==> config.mk <==
export PLATFORM = sky130hd
export DESIGN_NAME = skhd_gather
export DESIGN_NICKNAME = d
export VERILOG_FILES = /design/src/design/skhd_pkg.sv /design/src/design/skhd_gather.sv
export SDC_FILE = /design/constraint.sdc
export NUM_CORES = 1
export LEC_CHECK = 0
export BUFFER_PORTS_ARGS = -buffer_cell sky130_fd_sc_hd__buf_4
export CAP_MARGIN = 10
export CORE_ASPECT_RATIO = 1.75
export CORE_UTILIZATION = 55
export CTS_CLUSTER_SIZE = 40
export DETAILED_ROUTE_END_ITERATION = 8
export MAX_ROUTING_LAYER = met4
export PLACE_DENSITY_LB_ADDON = 0.1
export SYNTH_ARGS = -nofsm -noshare
export SYNTH_HDL_FRONTEND = slang
export SYNTH_SLANG_ARGS = --single-unit
==> constraint.sdc <==
create_clock -name clk -period 2.4 [get_ports clk]
set_input_delay 0.12 -clock clk [delete_from_list [all_inputs] [get_ports clk]]
set_output_delay 0.12 -clock clk [all_outputs]
set_load 0.03 [all_outputs]
==> src/design/skhd_pkg.sv <==
// ----------------------------------------------------------------------------
// skhd_pkg
// Shared types and codes for the string-keyed hash dictionary.
// ----------------------------------------------------------------------------
package skhd_pkg;

  localparam int IdW      = 15;
  localparam int HashSeed = 5381;

  localparam logic [1:0] FUNC_LOOKUP    = 2'd0;
  localparam logic [1:0] FUNC_INSERT    = 2'd1;
  localparam int         FuncClearBit   = 1;

  localparam logic [2:0] ST_FOUND     = 3'd0;
  localparam logic [2:0] ST_NOT_FOUND = 3'd1;
  localparam logic [2:0] ST_INSERTED  = 3'd2;
  localparam logic [2:0] ST_FULL      = 3'd3;
  localparam logic [2:0] ST_TOO_LONG  = 3'd4;
  localparam logic [2:0] ST_CLEARED   = 3'd5;

  typedef struct packed {
    logic [1:0]     func;
    logic [7:0]     key_byte;
    logic           last_byte;
    logic [IdW-1:0] entry_id;
  } in_item_t;

  typedef struct packed {
    logic [2:0]     status;
    logic [IdW-1:0] found_id;
  } out_item_t;

endpackage

==> src/design/skhd_gather.sv <==
// ----------------------------------------------------------------------------
// skhd_gather
// Key byte buffer, length counter and running DJB2 hash.
// ----------------------------------------------------------------------------
module skhd_gather #(
  parameter int TABLE_ENTRIES = 1024,
  parameter int KEY_BYTES     = 32
) (
  input  logic                             clk,
  input  logic                             rst_n,
  input  logic                             byte_en,
  input  logic                             restart,
  input  logic [7:0]                       key_byte,
  input  logic                             last_byte,
  input  logic [$clog2(KEY_BYTES)-1:0]     kb_raddr,
  output logic [7:0]                       kb_rdata,
  output logic [$clog2(TABLE_ENTRIES)-1:0] hash_nxt,
  output logic [$clog2(KEY_BYTES)-1:0]     len_nxt,
  output logic                             ovf_nxt
);

  localparam int TblW = $clog2(TABLE_ENTRIES);
  localparam int KbW  = $clog2(KEY_BYTES);
  localparam int HW   = TblW + 9;
  localparam logic [TblW-1:0] Seed = TblW'(skhd_pkg::HashSeed % TABLE_ENTRIES);

  logic [7:0]      kb_mem [KEY_BYTES];
  logic [TblW-1:0] hash_r;
  logic [KbW-1:0]  len_r;
  logic            ovf_r;
  logic            can_take;
  logic [HW-1:0]   h_wide;

  assign can_take = len_r < KbW'(KEY_BYTES - 1);
  assign h_wide   = (HW'(hash_r) << 5) + HW'(hash_r) + HW'(key_byte);
  assign hash_nxt = can_take ? h_wide[TblW-1:0] : hash_r;
  assign len_nxt  = can_take ? len_r + KbW'(1) : len_r;
  assign ovf_nxt  = ovf_r | ~can_take;

  always_ff @(posedge clk) begin
    if (!rst_n) begin
      hash_r <= Seed;
      len_r  <= '0;
      ovf_r  <= 1'b0;
    end else if (restart || (byte_en && last_byte)) begin
      hash_r <= Seed;
      len_r  <= '0;
      ovf_r  <= 1'b0;
    end else if (byte_en) begin
      hash_r <= hash_nxt;
      len_r  <= len_nxt;
      ovf_r  <= ovf_nxt;
    end
  end

  always_ff @(posedge clk) begin
    if (byte_en && can_take) begin
      kb_mem[len_r] <= key_byte;
    end
    kb_rdata <= kb_mem[kb_raddr];
  end

endmodule

== Word level (Yosys, flattened, before mapping) ==
Memory sizes are Yosys's and may differ from the RTL's. A register that Yosys moved wholly into a read port is not among the register bits.
Index checks and enable logic that the tools add are counted.

* $add $sub $neg: 3
* $lt $le $gt $ge: 1
* Muxes and demuxes: 4
* Bitwise operators: 3
* Reduce and logical (&&, ||, !) cells: 4

{| class="wikitable"
|+ Operator list
! kind !! number
|-
| $add 10x10->10 || 1
|-
| $add 10x8->10 || 1
|-
| $mux 10 || 1
|-
| $add 5x1->5 const B || 1
|-
| $lt 5x5->1 const B || 1
|-
| $mux 5 || 1
|-
| $logic_and 1x1->1 || 2
|-
| $mux 1 || 2
|-
| $not 1->1 || 2
|-
| $reduce_or 2->1 || 1
|-
| $logic_or 1x1->1 || 1
|-
| $or 1x1->1 || 1
|}

* Register bits: 16
* Memory bits (writable): 256
* Bits of input ports: 18
* Output and inout bits: 24
* Memories: 1

{| class="wikitable"
|+ Memory list
! memory !! depth !! bits a word !! read ports !! clocked after memory_dff !! write ports !! line !! text
|-
| kb_mem || 32 || 8 || 1 || 1 || 1 || skhd_gather.sv:27 || <nowiki>logic [7:0] kb_mem [KEY_BYTES];</nowiki>
|}

== Longest topological paths before layout ==
* Depth in word-level cells: 4
* Gate-level depth with buffers: 10

== Worst setup path before layout ==
Ideal clock, no wire load.

* Kind: flip-flop to output port
* Start: reg hash_r[0]
* End: out hash_nxt[8]
* Data arrival time: 2,431 ps
* Data required time: 2,280 ps
* Path slack: -151 ps
* Stages on the path, launching flop included: 10
* Path buffers: 0
* Path through: dfxtp_1 -> inv_1 -> fa_1 -> inv_1 -> ha_1 -> a21oi_1 -> o21a_1 -> o31ai_1 -> xnor2_1 -> o21ai_0

* Cells in the longest elaborated chain, start to end: 3

{| class="wikitable"
|+ RTL lines
! what !! line !! text
|-
| start: declaration || skhd_gather.sv:28 || <nowiki>logic [TblW-1:0] hash_r;</nowiki>
|-
| start signal: assignment || skhd_gather.sv:50 || <nowiki>hash_r <= hash_nxt;</nowiki>
|-
| $add 10x10->10 || skhd_gather.sv:35 || <nowiki>assign h_wide = (HW'(hash_r) << 5) + HW'(hash_r) + HW'(key_byte);</nowiki>
|-
| $add 10x8->10 || skhd_gather.sv:35 ||
|-
| $mux 10 || skhd_gather.sv:36 || <nowiki>assign hash_nxt = can_take ? h_wide[TblW-1:0] : hash_r;</nowiki>
|-
| end: declaration || skhd_gather.sv:17 || <nowiki>output logic [$clog2(TABLE_ENTRIES)-1:0] hash_nxt,</nowiki>
|}

No other way between the ends.

== Final worst setup path ==
* Start: reg hash_r[0]
* End: out hash_nxt[9]

Same word-level chain as after synthesis.

==> metrics.md <==
| Metric | Value |
|---|---|
| Run status | complete, but fails checks |
| Violated checks | setup timing |
| PnR Total Power | 10100 uW |
| GPL Wtd Cong | 0.930 |
| Fraction of synthesis flops using an asynchronous set or reset pin | 0% |
| First-pass GRT wire length | 35.2 mm |
| Hold Crit Depth | 4 |
| Remaining routing DRC violations | 0 |
| Bufs and invs on worst path | 3 |
| Post-synthesis sequential area ratio | 71.9% |
| Global route total overflow | 0 |
| CP Launch Point | hash_r[0] |
| Layout Cell Area excl Fill | 0.0134 sq mm |
| Leading cell types in the layout, fill and taps excluded | edfxtp_1, buf_4, mux4_2 |
| Critical path type | flip-flop to output port |
| Crit path largest cell delay | 0.51 ns |
| Reg2reg setup slack | 0 ns |
| Inst Count DP | 904 |
| Cell Area, Synth | 0.0114 sq mm |
| Syn_nets | 631 |
| CP Data Arrival Time | 2.70 ns |
| Fraction of layout instances using a drive strength above 1 | 36.3% |
| R2r worst-path depth | 10 |
| Num rows | 69 |
| Sequential fraction of design power | 53.1% |
| Number of cells on the critical path | 10 |
| All-layer global routing usage | 23.1% |
| Slew at the pin closest to its max-slew limit | 0.620 ns |
| Switching power | 2210 uW |
| Non-Filler Instances | 962 |
| Int Pwr | 7920 uW |
| Time the worst path needs with I/O delays and setup | 2.82 ns |
| Mean instance size in the synthesized netlist | 19.2 sq um |
| Dominant cell type by area after synthesis | edfxtp_1 |
| Critical-path cell with the highest stage delay | fa_1 |
| Count of different cell masters after synthesis | 41 |
| Maximum vdd ir drop | 0.694 mV |
| Ordered list of cells on the worst path | inv_2, fa_1, inv_2, ha_4, nand2_2, a211o_1, and3_4, o21ai_4, xnor2_2, buf_6 |
| Final-stage net count | 736 |
| Count of buffers inserted at the top-level ports | 41 |
| Starting utilization of the core area | 56.0% |
| Critical path peak fanout | 3 |
| Peak Freq | 0.355 GHz |
| Hold/Removal Path Class | input port to flip-flop |
| Worst setup EP type | output port |
| Fraction of power consumed by the clock network | 36.8% |
| Pin count of the biggest net entering global routing | 33 |
| Cell at the root of the clock tree | clkbuf_16 |
| Total routed wirelength | 23.2 mm |
| MaxCap Viol Count | 0 |
| Crit path max-delay family | adder cells |
| TritonCTS clock tree | done |
| Register bit count reported by yosys | 280 |
| Layout Skew | 0.00543 ns |
| Reported leakage power | 0.00454 uW |
| Yosys warning count | 0 |
| Destination of the critical timing path | hash_nxt[9] |
| H-tree depth | 1 |
| Reg-to-reg critical path endpoint | hash_r[9] |
| Data required time of the worst path | 2.28 ns |
| Drt first pass iters | 4 |
| Post-detailed-route count of antenna-violating nets | 0 |
| Gate Count Post-Synth | 591 |
| FILL cells | 1335 |
| Vias | 5743 |
| Share of the synthesized area in the top cell type | 67.7% |
| Mean number of vias per cell | 5.97 |
| Dominant cell type by count on the critical path | inv_2 |
| Via count of the first global-routing pass | 6012 |
| Critical R2R Launch | hash_r[0] |
| Core occupancy in the finished layout | 65.9% |
| Iter 0 DRT Violations | 368 |
| Number of enable-type register cells in the synthesized netlist | 256 |
| HPWL after detailed placement | 15.7 mm |
| Die Span Y | 192 um |
| Most instantiated flip-flop cell in the synthesis netlist | edfxtp_1 |
| Combinational power share | 10.1% |
| # clock sinks | 280 |
| Worst path setup slack after routing | -0.418 ns |
| Worst hold slack | 0.0382 ns |
| Reg clk slew, reported paths | 0.06 ns |
| Launching element type of the critical path | flip-flop |
| Worst rel slew slack | 58.5% |
| Number of pins exceeding their max-slew limit in the final report | 0 |
| Fraction of power spent switching nets | 21.8% |
| Final-report hold violation count | 0 |
| CORE AREA | 0.0203 sq mm |
| Startpoint of the tightest hold check path | key_byte[0] |
| Cell types occupying the most area after synthesis | edfxtp_1, mux4_2, dfxtp_1 |
| Clk Latency, worst-skew pair | 0.51 ns |
| Most common cell after layout, fill and taps aside | edfxtp_1 |
| Number of buffers on the longest clock path | 3 |
| Number of CTS-inserted buffers | 24 |
| Number of antenna violations at the first check in global routing | 0 |
| Die area | 0.0213 sq mm |
| Setup repair after global routing missed its margin | true |
| Layout overhead on the synthesized area | 17.6% |
| Placed standard-cell area | 0.0123 sq mm |
| Total of endpoints with negative setup slack in the final report | 8 |
| Cell Pwr Density | 758 mW/mm^2 |
| Number of ports placed on the die boundary | 42 |
| Overall die width | 111 um |
| ANT cells | 0 |
| Routed length per placed instance | 24.2 um |
| Final worst-path cycle share | 117% |
==> cells in the mapped netlist, drive strengths merged (3+ instances only) <==
cell and n:
buf 15, xor2 4, inv 11, edfxtp 256
nand3 6, a21oi 15, o21ai 12, clkbuf 14
xnor2 5, mux4 80, dfxtp 24, nor2 44
ha 18, mux2 8, nand2 41, nand2b 3
fa 4
==> worst min-delay path, stage by stage <==
cell and delay, ns:
buf_4 0.11, ha_1 0.16, nand2_1 0.05, o211ai_1 0.07
==> layout make-up <==
type	count	area, sq um	area share [%]
inverter	11	41.3	0.309
tap	248	310	2.32
multi-input combinational	271	3170	23.7
clock buffer	33	686	5.13
sequential	280	8180	61.2
clock inverter	11	78.8	0.590
timing repair buffer	108	900	6.73
==> through the flow <==
step	TNS, ns	setup slack [ns]
floorplan	0	0.0485
global placement	0	0.0124
detailed placement	-0.00734	-0.00734
CTS	-1.83	-0.418
global route	-2.41	-0.530
finish	-1.59	-0.418
==> sequential cells by signal, summed over array words and instances (netlist names) <==
register  flops
kb_mem      256
hash_r       10
kb_rdata      8
len_r         5
ovf_r         1
==> worst min-delay path by stage <==
stage and to:
2_1_floorplan kb_mem[0][0], 3_3_place_gp len_r[1], 3_5_place_dp len_r[1], 4_1_cts hash_r[0]
5_1_grt hash_r[0], 6_report hash_r[0]
==> logic make-up (layout without fill, tap and decap cells) <==
logic type / Yosys count / count (layout) / share of synthesized area (%)
flops: 280 / 280 / 71.9
simple gates: 108 / 108 / 4.06
mux: 89 / 89 / 16.7
compound gates: 43 / 43 / 2.33
buf+inv: 40 / 163 / 1.60
fa+ha+maj: 22 / 22 / 2.69
xor+xnor: 9 / 9 / 0.694
==> layer usage <==
layer  track usage, %  share of wire, %
met4             9.03               3.6
met5                -                 0
met1             27.7                38
met2             40.3                54
met3             2.68               4.1
==> repair_timing <==
action,in CTS,in global routing
resized for setup,33,10
pin swaps,16,14
buffers inserted,6,5
hold endpoints to repair,21,0
endpoints found under the setup margin,8,7
hold buffers,3,0
==> power groups by stage <==
stage	combinational, uW	clock (uW)	sequential [uW]
5_1_grt	1090	3980	5380
3_5_place_dp	905	0	5480
2_1_floorplan	514	0	5520
6_report	1020	3730	5380
4_1_cts	994	3810	5380
3_3_place_gp	887	0	5480
Note: power is estimated with default switching activity, not from simulation.
